===== config.mk =====
export PLATFORM = sky130hd
export DESIGN_NAME = timestamp_reorder_buffer_flat
export DESIGN_NICKNAME = d
export VERILOG_FILES = /design/src/design/trb_pkg.sv /design/src/design/trb_item_if.sv /design/src/design/trb_result_if.sv /design/src/design/timestamp_reorder_buffer.sv /design/src/design/trb_mem.sv /design/src/design/trb_ctrl.sv /design/src/flat_wrapper.sv
export SDC_FILE = /design/constraint.sdc
export NUM_CORES = 1
export LEC_CHECK = 0
export BUFFER_PORTS_ARGS = -buffer_cell sky130_fd_sc_hd__buf_2
export CAP_MARGIN = 10
export CORE_UTILIZATION = 50
export CTS_CLUSTER_DIAMETER = 40
export CTS_CLUSTER_SIZE = 10
export DETAILED_ROUTE_END_ITERATION = 10
export PLACE_DENSITY = 0.67
export RECOVER_POWER = 50
export SLEW_MARGIN = 20
export SYNTH_ARGS = -nofsm -noshare
export SYNTH_HDL_FRONTEND = slang
export SYNTH_SLANG_ARGS = --single-unit

===== constraint.sdc =====
create_clock -name clk -period 15.02 [get_ports clk]
set_input_delay 3.004 -clock clk [delete_from_list [all_inputs] [get_ports clk]]
set_output_delay 3.004 -clock clk [all_outputs]
set_load 0.02 [all_outputs]

===== src/design/trb_pkg.sv =====
`default_nettype none

package trb_pkg;

  localparam int TIME_BITS     = 32;
  localparam int TAG_PORT_BITS = 16;

  localparam logic MODE_INSERT = 1'b0;
  localparam logic MODE_CLEAR  = 1'b1;

  typedef enum logic [1:0] {
    ST_IDLE,
    ST_POP,
    ST_SCAN,
    ST_CMP
  } trb_state_t;

endpackage

`default_nettype wire


===== src/design/trb_item_if.sv =====
`default_nettype none

interface trb_item_if;
  logic                                      valid;
  logic                                      ready;
  logic                                      mode;
  logic signed [trb_pkg::TIME_BITS-1:0]      time_stamp;
  logic        [trb_pkg::TAG_PORT_BITS-1:0]  frame_tag;

  modport source (output valid, output mode, output time_stamp, output frame_tag,
                  input ready);
  modport sink   (input valid, input mode, input time_stamp, input frame_tag,
                  output ready);
endinterface

`default_nettype wire


===== src/design/trb_result_if.sv =====
`default_nettype none

interface trb_result_if;
  logic                                      valid;
  logic                                      ready;
  logic signed [trb_pkg::TIME_BITS-1:0]      out_time;
  logic        [trb_pkg::TAG_PORT_BITS-1:0]  out_tag;

  modport source (output valid, output out_time, output out_tag, input ready);
  modport sink   (input valid, input out_time, input out_tag, output ready);
endinterface

`default_nettype wire


===== src/design/timestamp_reorder_buffer.sv =====
// channel  | modport | transaction payload
// ---------+---------+------------------------------------------
// item     | sink    | mode, time_stamp, frame_tag
// result   | source  | out_time, out_tag (evicted head entry)
//
// an insert scans from the tail toward the head, moving each stored entry with a
// later timestamp up one place, and writes the new entry into the freed slot;
// a full buffer pops the head first. one read and one write of the entry memory
// per cycle bound the shifting. a clear empties the buffer.
// rst clears the fill count, head pointer and sequencer; memory is not cleared.
// while the buffer is full, no transaction is taken as long as an earlier
// result is still held.
`default_nettype none

module timestamp_reorder_buffer #(
  parameter int DEPTH = 4,
  parameter int TAG_BITS = 16
) (
  input wire logic     clk,
  input wire logic     rst,
  trb_item_if.sink     item,
  trb_result_if.source result
);

  // stored tag width: frame_tag bits above TAG_BITS are dropped
  localparam int SW = (TAG_BITS < trb_pkg::TAG_PORT_BITS) ? TAG_BITS
                                                          : trb_pkg::TAG_PORT_BITS;
  localparam int AW = $clog2(DEPTH);
  localparam int WIDTH = trb_pkg::TIME_BITS + SW;

  // memory port between sequencer and entry store
  logic             rd_en;
  logic [AW-1:0]    rd_addr;
  logic [WIDTH-1:0] rd_data;
  logic             wr_en;
  logic [AW-1:0]    wr_addr;
  logic [WIDTH-1:0] wr_data;
  logic             pop_load;

  // output register, parts the result side from the sequencer
  logic                                 out_valid;
  logic signed [trb_pkg::TIME_BITS-1:0] out_time;
  logic [SW-1:0]                        out_tag;

  trb_mem #(
    .DEPTH (DEPTH),
    .WIDTH (WIDTH)
  ) u_mem (
    .clk     (clk),
    .wr_en   (wr_en),
    .wr_addr (wr_addr),
    .wr_data (wr_data),
    .rd_en   (rd_en),
    .rd_addr (rd_addr),
    .rd_data (rd_data)
  );

  trb_ctrl #(
    .DEPTH (DEPTH),
    .SW    (SW)
  ) u_ctrl (
    .clk       (clk),
    .rst       (rst),
    .in_valid  (item.valid),
    .in_mode   (item.mode),
    .in_time   (item.time_stamp),
    .in_tag    (item.frame_tag),
    .in_ready  (item.ready),
    .out_valid (out_valid),
    .pop_load  (pop_load),
    .rd_en     (rd_en),
    .rd_addr   (rd_addr),
    .rd_data   (rd_data),
    .wr_en     (wr_en),
    .wr_addr   (wr_addr),
    .wr_data   (wr_data)
  );

  // result valid: set by a head pop, dropped when the transaction completes
  always_ff @(posedge clk) begin
    if (rst) begin
      out_valid <= 1'b0;
    end else if (pop_load) begin
      out_valid <= 1'b1;
    end else if (result.ready) begin
      out_valid <= 1'b0;
    end
  end

  // popped head comes straight from the registered memory read
  always_ff @(posedge clk) begin
    if (pop_load) begin
      out_time <= rd_data[WIDTH-1 -: trb_pkg::TIME_BITS];
      out_tag  <= rd_data[SW-1:0];
    end
  end

  assign result.valid    = out_valid;
  assign result.out_time = out_time;
  assign result.out_tag  = trb_pkg::TAG_PORT_BITS'(out_tag);

endmodule

`default_nettype wire


===== src/design/trb_mem.sv =====
`default_nettype none

// single-port-write, single-port-read entry store, registered read data
module trb_mem #(
  parameter int DEPTH = 4,
  parameter int WIDTH = 48,
  localparam int AW = $clog2(DEPTH)
) (
  input  wire logic             clk,
  input  wire logic             wr_en,
  input  wire logic [AW-1:0]    wr_addr,
  input  wire logic [WIDTH-1:0] wr_data,
  input  wire logic             rd_en,
  input  wire logic [AW-1:0]    rd_addr,
  output logic      [WIDTH-1:0] rd_data
);

  logic [WIDTH-1:0] mem [DEPTH];

  always_ff @(posedge clk) begin
    if (wr_en) begin
      mem[wr_addr] <= wr_data;
    end
  end

  always_ff @(posedge clk) begin
    if (rd_en) begin
      rd_data <= mem[rd_addr];
    end
  end

endmodule

`default_nettype wire


===== src/design/trb_ctrl.sv =====
`default_nettype none

// insertion sequencer over a circular buffer of sorted entries
module trb_ctrl #(
  parameter int DEPTH = 4,
  parameter int SW = 16,
  localparam int AW = $clog2(DEPTH),
  localparam int CW = $clog2(DEPTH + 1),
  localparam int SUMW = CW + 1,
  localparam int WIDTH = trb_pkg::TIME_BITS + SW
) (
  input  wire logic                                    clk,
  input  wire logic                                    rst,
  input  wire logic                                    in_valid,
  input  wire logic                                    in_mode,
  input  wire logic signed [trb_pkg::TIME_BITS-1:0]    in_time,
  input  wire logic        [trb_pkg::TAG_PORT_BITS-1:0] in_tag,
  output logic                                         in_ready,
  input  wire logic                                    out_valid,
  output logic                                         pop_load,
  output logic                                         rd_en,
  output logic [AW-1:0]                                rd_addr,
  input  wire logic [WIDTH-1:0]                        rd_data,
  output logic                                         wr_en,
  output logic [AW-1:0]                                wr_addr,
  output logic [WIDTH-1:0]                             wr_data
);

  trb_pkg::trb_state_t state, state_next;

  logic [AW-1:0]                        head;
  logic [CW-1:0]                        fill;
  logic [CW-1:0]                        k;
  logic signed [trb_pkg::TIME_BITS-1:0] t_reg;
  logic [SW-1:0]                        tag_reg;

  logic                                 full;
  logic                                 accept;
  logic                                 greater;
  logic [CW-1:0]                        k_dec;
  logic [AW-1:0]                        head_inc;
  logic signed [trb_pkg::TIME_BITS-1:0] rd_time;

  function automatic logic [AW-1:0] phys(input logic [AW-1:0] base,
                                         input logic [CW-1:0] idx);
    logic [SUMW-1:0] sum;
    sum = SUMW'(base) + SUMW'(idx);
    if (sum >= SUMW'(DEPTH)) begin
      sum = sum - SUMW'(DEPTH);
    end
    return sum[AW-1:0];
  endfunction

  assign full     = (fill == CW'(DEPTH));
  assign accept   = in_valid && in_ready;
  assign rd_time  = rd_data[WIDTH-1 -: trb_pkg::TIME_BITS];
  assign greater  = (rd_time > t_reg);
  assign k_dec    = k - CW'(1);
  assign head_inc = (head == AW'(DEPTH - 1)) ? '0 : head + AW'(1);

  // next state
  always_comb begin
    state_next = state;
    case (state)
      trb_pkg::ST_IDLE: begin
        if (accept && in_mode == trb_pkg::MODE_INSERT) begin
          state_next = full ? trb_pkg::ST_POP : trb_pkg::ST_SCAN;
        end
      end
      trb_pkg::ST_POP: state_next = trb_pkg::ST_SCAN;
      trb_pkg::ST_SCAN: begin
        state_next = (k == '0) ? trb_pkg::ST_IDLE : trb_pkg::ST_CMP;
      end
      trb_pkg::ST_CMP: begin
        state_next = greater ? trb_pkg::ST_SCAN : trb_pkg::ST_IDLE;
      end
      default: state_next = trb_pkg::ST_IDLE;
    endcase
  end

  // outputs
  always_comb begin
    in_ready = 1'b0;
    pop_load = 1'b0;
    rd_en    = 1'b0;
    rd_addr  = head;
    wr_en    = 1'b0;
    wr_addr  = phys(head, k);
    wr_data  = {t_reg, tag_reg};
    case (state)
      trb_pkg::ST_IDLE: begin
        // a pop needs the output register free
        in_ready = !(full && out_valid);
        if (in_valid && in_ready && in_mode == trb_pkg::MODE_INSERT && full) begin
          rd_en = 1'b1;
        end
      end
      trb_pkg::ST_POP: pop_load = 1'b1;
      trb_pkg::ST_SCAN: begin
        if (k == '0) begin
          wr_en = 1'b1;
        end else begin
          rd_en   = 1'b1;
          rd_addr = phys(head, k_dec);
        end
      end
      trb_pkg::ST_CMP: begin
        wr_en = 1'b1;
        if (greater) begin
          wr_data = rd_data;
        end
      end
      default: ;
    endcase
  end

  always_ff @(posedge clk) begin
    if (rst) begin
      state <= trb_pkg::ST_IDLE;
      head  <= '0;
      fill  <= '0;
      k     <= '0;
    end else begin
      state <= state_next;
      case (state)
        trb_pkg::ST_IDLE: begin
          if (accept) begin
            if (in_mode == trb_pkg::MODE_CLEAR) begin
              fill <= '0;
            end else begin
              k <= full ? CW'(DEPTH - 1) : fill;
            end
          end
        end
        trb_pkg::ST_POP: begin
          head <= head_inc;
          fill <= fill - CW'(1);
        end
        trb_pkg::ST_SCAN: begin
          if (k == '0) begin
            fill <= fill + CW'(1);
          end
        end
        trb_pkg::ST_CMP: begin
          if (greater) begin
            k <= k_dec;
          end else begin
            fill <= fill + CW'(1);
          end
        end
        default: ;
      endcase
    end
  end

  always_ff @(posedge clk) begin
    if (accept) begin
      t_reg   <= in_time;
      tag_reg <= in_tag[SW-1:0];
    end
  end

endmodule

`default_nettype wire

===== src/flat_wrapper.sv =====
// flat-port wrapper written by rule: the top's interface ports become plain ports
module timestamp_reorder_buffer_flat 
#(
  parameter int DEPTH = 4,
  parameter int TAG_BITS = 16
)
  (clk, rst, item_valid, item_mode, item_time_stamp, item_frame_tag, item_ready, result_valid, result_out_time, result_out_tag, result_ready);
  trb_item_if item_i ();
  trb_result_if result_i ();
  input wire logic clk;
  input wire logic rst;
  input wire logic [$bits(item_i.valid)-1:0] item_valid;
  input wire logic [$bits(item_i.mode)-1:0] item_mode;
  input wire logic [$bits(item_i.time_stamp)-1:0] item_time_stamp;
  input wire logic [$bits(item_i.frame_tag)-1:0] item_frame_tag;
  output wire logic [$bits(item_i.ready)-1:0] item_ready;
  output wire logic [$bits(result_i.valid)-1:0] result_valid;
  output wire logic [$bits(result_i.out_time)-1:0] result_out_time;
  output wire logic [$bits(result_i.out_tag)-1:0] result_out_tag;
  input wire logic [$bits(result_i.ready)-1:0] result_ready;
  assign item_i.valid = item_valid;
  assign item_i.mode = item_mode;
  assign item_i.time_stamp = item_time_stamp;
  assign item_i.frame_tag = item_frame_tag;
  assign item_ready = item_i.ready;
  assign result_valid = result_i.valid;
  assign result_out_time = result_i.out_time;
  assign result_out_tag = result_i.out_tag;
  assign result_i.ready = result_ready;
  timestamp_reorder_buffer #(.DEPTH(DEPTH), .TAG_BITS(TAG_BITS)) u_core (.clk(clk), .rst(rst), .item(item_i), .result(result_i));
endmodule

==> metrics.log <==
[metrics] status: finished, violations left
[metrics] violated checks: design-rule violations, max-capacitance violations, max-slew violations
[metrics] synth unique cells: 55
[metrics] Sequential Power Share: 50.5%
[metrics] global-route wire length before repair: 41100 um
[metrics] mean area per synthesized cell: 19.1 um2
[metrics] classification of the worst setup path: reg -> reg
[metrics] drt via density: 5.79
[metrics] post-synthesis cell area: 13500 um2
[metrics] share of synthesized registers carrying an async set or reset: 0%
[metrics] max reg flops: 192
[metrics] number of global-route vias before repair: 7326
[metrics] antenna violations before repair: 0
[metrics] fraction of power consumed by the clock network: 45.8%
[metrics] crit path launch type: flop
[metrics] total routing resource utilization after global routing: 19.5%
[metrics] nets: 934
[metrics] Max Slew Vio Count: 275
[metrics] die outline height: 166 um
[metrics] aggregate routed wire length: 26200 um
[metrics] EDFF count, synth: 336
[metrics] data arrival time at the worst-slack endpoint: 5.82 ns
[metrics] final routed DRC violation total: 8
[metrics] Ports: 103
[metrics] width of the die: 166 um
[metrics] buffering stage count on the worst path with inverters included: 2
[metrics] CTS tree: yes
[metrics] routed length per instance: 21.9 um
[metrics] cells resized by post-CTS repair: 0
[metrics] fraction of power spent switching nets: 20.1%
[metrics] Pre-antenna DRT Iters: 8
[metrics] proportion of power drawn by combinational gates: 3.6%
[metrics] weighted congestion at the end of routability-driven global placement: 0.824
[metrics] Post-CTS Setup Bufs: 0
[metrics] top cells by area in the synthesized netlist: edfxtp_1 (75%), mux4_2 (8.0%), ha_1 (3.4%)
[metrics] share of cells above drive strength 1: 27.9%
[metrics] Warnings, synthesis: 0
[metrics] clock tree root driver cell: clkbuf_16
[metrics] Setup crit end kind: flop
[metrics] RSZ-0062 raised after global routing: false
[metrics] die area: 27700 um2
[metrics] total power per unit cell area: 138 nW/um2
[metrics] critical path required time: 15.28 ns
[metrics] cell taking the most area after synthesis: edfxtp_1
[metrics] Tot Pwr: 2.18 mW
[metrics] total of buffers placed on input and output ports: 102
[metrics] clock latency reported for the late side of the worst-skew pair: 0.54 ns
[metrics] Switching Power: 437 uW
[metrics] most flop-heavy register: u_core.u_mem.mem
[metrics] skew final: 0.0151 ns
[metrics] number of endpoints failing setup at the final stage: 0
[metrics] cells after synthesis: 707
[metrics] TritonCTS Sinks: 347
[metrics] clock input transition at the sequential cells of the worst setup and hold paths: 0.06 ns
[metrics] maximum number of buffers from clock root to sink: 3
[metrics] half-perimeter wire length of the detailed placement result: 14600 um
[metrics] Least-Margin Pin Slew: 4.34 ns
[metrics] maximum vdd drop: 0.0803 mV
[metrics] cell leakage power: 5.51 nW
[metrics] Largest delay share family, worst path: buffers and inverters
[metrics] sum of negative setup slack: 0 ns
[metrics] CP Cell Sequence: inv_1 > ha_1 > a21oi_1 > nand2_1 > mux2i_4 > clkbuf_1 > mux4_2
[metrics] worst relative slew slack: -189%
[metrics] area added between synthesis and finish: 16.9%
[metrics] largest fanout on the critical path: 48
[metrics] number of DRC markers in iteration 0: 748
[metrics] final hold viol count: 0
[metrics] pre-CTS setup slack: 10.40 ns
[metrics] Tcrit/Tclk final: 37.0%
[metrics] Net Count, Synth: 798
[metrics] standard cell core area: 26300 um2
[metrics] number of cell rows: 59
[metrics] portion of the post-synthesis area used by sequential elements: 76.2%
[metrics] Final min period: 5.56 ns
[metrics] number of vias in the routed layout: 6944
[metrics] max-cap violations: 6
[metrics] Setup WS post-layout: 9.46 ns
[metrics] number of buffers added by the clock tree synthesis step: 45
[metrics] starting density of the core: 51.5%
[metrics] hold_buf cts: 0
[metrics] H-tree Lvls: 2
[metrics] largest registers ranked by flip-flop count: u_core.u_mem.mem: 192 flops, u_core.u_mem.rd_data: 48 flops
[metrics] Max stage delay cell, worst path: clkbuf_1
[metrics] count of inserted antenna diode cells: 0
[metrics] total global routing overflow: 0
[metrics] fraction of post-synthesis cell area in the top cell type by area: 74.6%
[metrics] maximum number of pins on one net before global-route repair: 49
[metrics] min-delay worst type: reg -> reg
[metrics] cell internal pwr: 1.74 mW
[metrics] top flip-flop cell by instance count after synthesis: edfxtp_1
[metrics] peak per-stage delay on the critical path: 3.06 ns
[metrics] register bit count reported by yosys: 347
[metrics] Fmax: 0.180 GHz
[metrics] number of antenna-violating nets in the routed design: 0
-- cells in the final DEF, fill, tap and decap left out, types with 17 or more instances in the layout --
cell / n
buf_2: 98
ha_1: 37
nand2_1: 19
mux2_4: 17
clkbuf_16: 45
a21oi_1: 20
inv_1: 40
edfxtp_1: 336
o21ai_0: 71
mux4_2: 48
-- through the flow --
stage / utilization [%] / cells / area [um2] / hold slack [ns]
after floorplan: - / 707 / 13500 / 0.427
after global placement: 55.0 / 1131 / 14500 / 0.463
after detailed placement: 55.0 / 1131 / 14500 / 0.447
after CTS: 60.3 / 1199 / 15800 / 0.475
after global routing: 60.1 / 1199 / 15800 / 0.485
final: 60.1 / 1199 / 15800 / 0.473
-- cell type report --
class	instances	area [um2]
clock buffer	52	1160
clock inverter	16	211
fill	1889	10500
inverter	40	150
multi-input combinational	295	2980
sequential	347	10300
tap	335	419
timing repair buffer	114	573
-- synthesized netlist by cell type, types with 8 or more instances --
master,number
o21ai_0,72
mux2_4,17
nor2_1,9
a21oi_1,20
edfxtp_1,336
nand2_1,19
dfxtp_1,11
mux4_2,48
inv_1,40
clkbuf_1,13
nand4_1,9
buf_2,8
ha_1,37
-- logic make-up (layout without fill, tap and decap cells) --
logic type | after synthesis | in the layout | share of synthesized area, %
mux | 67 | 67 | 10.0
simple gates | 69 | 69 | 2.88
xor+xnor | 5 | 5 | 0.324
fa+ha+maj | 38 | 38 | 3.57
compound gates | 116 | 116 | 4.81
buf+inv | 65 | 222 | 2.14
flops | 347 | 347 | 76.2
-- power groups by stage --
stage               clock [mW]  sequential [mW]  combinational [mW]
finish                   0.998             1.10              0.0793
global route              1.06             1.10              0.0878
CTS                       1.02             1.10              0.0798
detailed placement           0             1.12              0.0791
global placement             0             1.12              0.0743
floorplan                    0             1.11              0.0517
-- final timing paths --
kind | start | endpoint | slack [ns] | depth (start not counted)
max | u_core.u_ctrl.k[0]$_SDFFE_PP0P_ | u_core.u_mem.rd_data[14]$_DFFE_PP_ | 9.46 | 7
min | u_core.u_mem.rd_data[40]$_DFFE_PP_ | u_core.result.out_time[24]$_DFFE_PP_ | 0.47 | 0
min reg2reg | u_core.u_mem.rd_data[40]$_DFFE_PP_ | u_core.result.out_time[24]$_DFFE_PP_ | 0.47 | 0
max reg2reg | u_core.u_ctrl.k[0]$_SDFFE_PP0P_ | u_core.u_mem.rd_data[14]$_DFFE_PP_ | 9.46 | 7
-- metal layers --
metal	track usage [%]	vias up	wire length [um]
li1	-	3110	-
met1	25.9	3523	11000
met2	32.6	252	13100
met3	3.40	59	1500
met4	6.96	0	638
met5	0	-	0
Note: power is estimated with default switching activity, not from simulation.
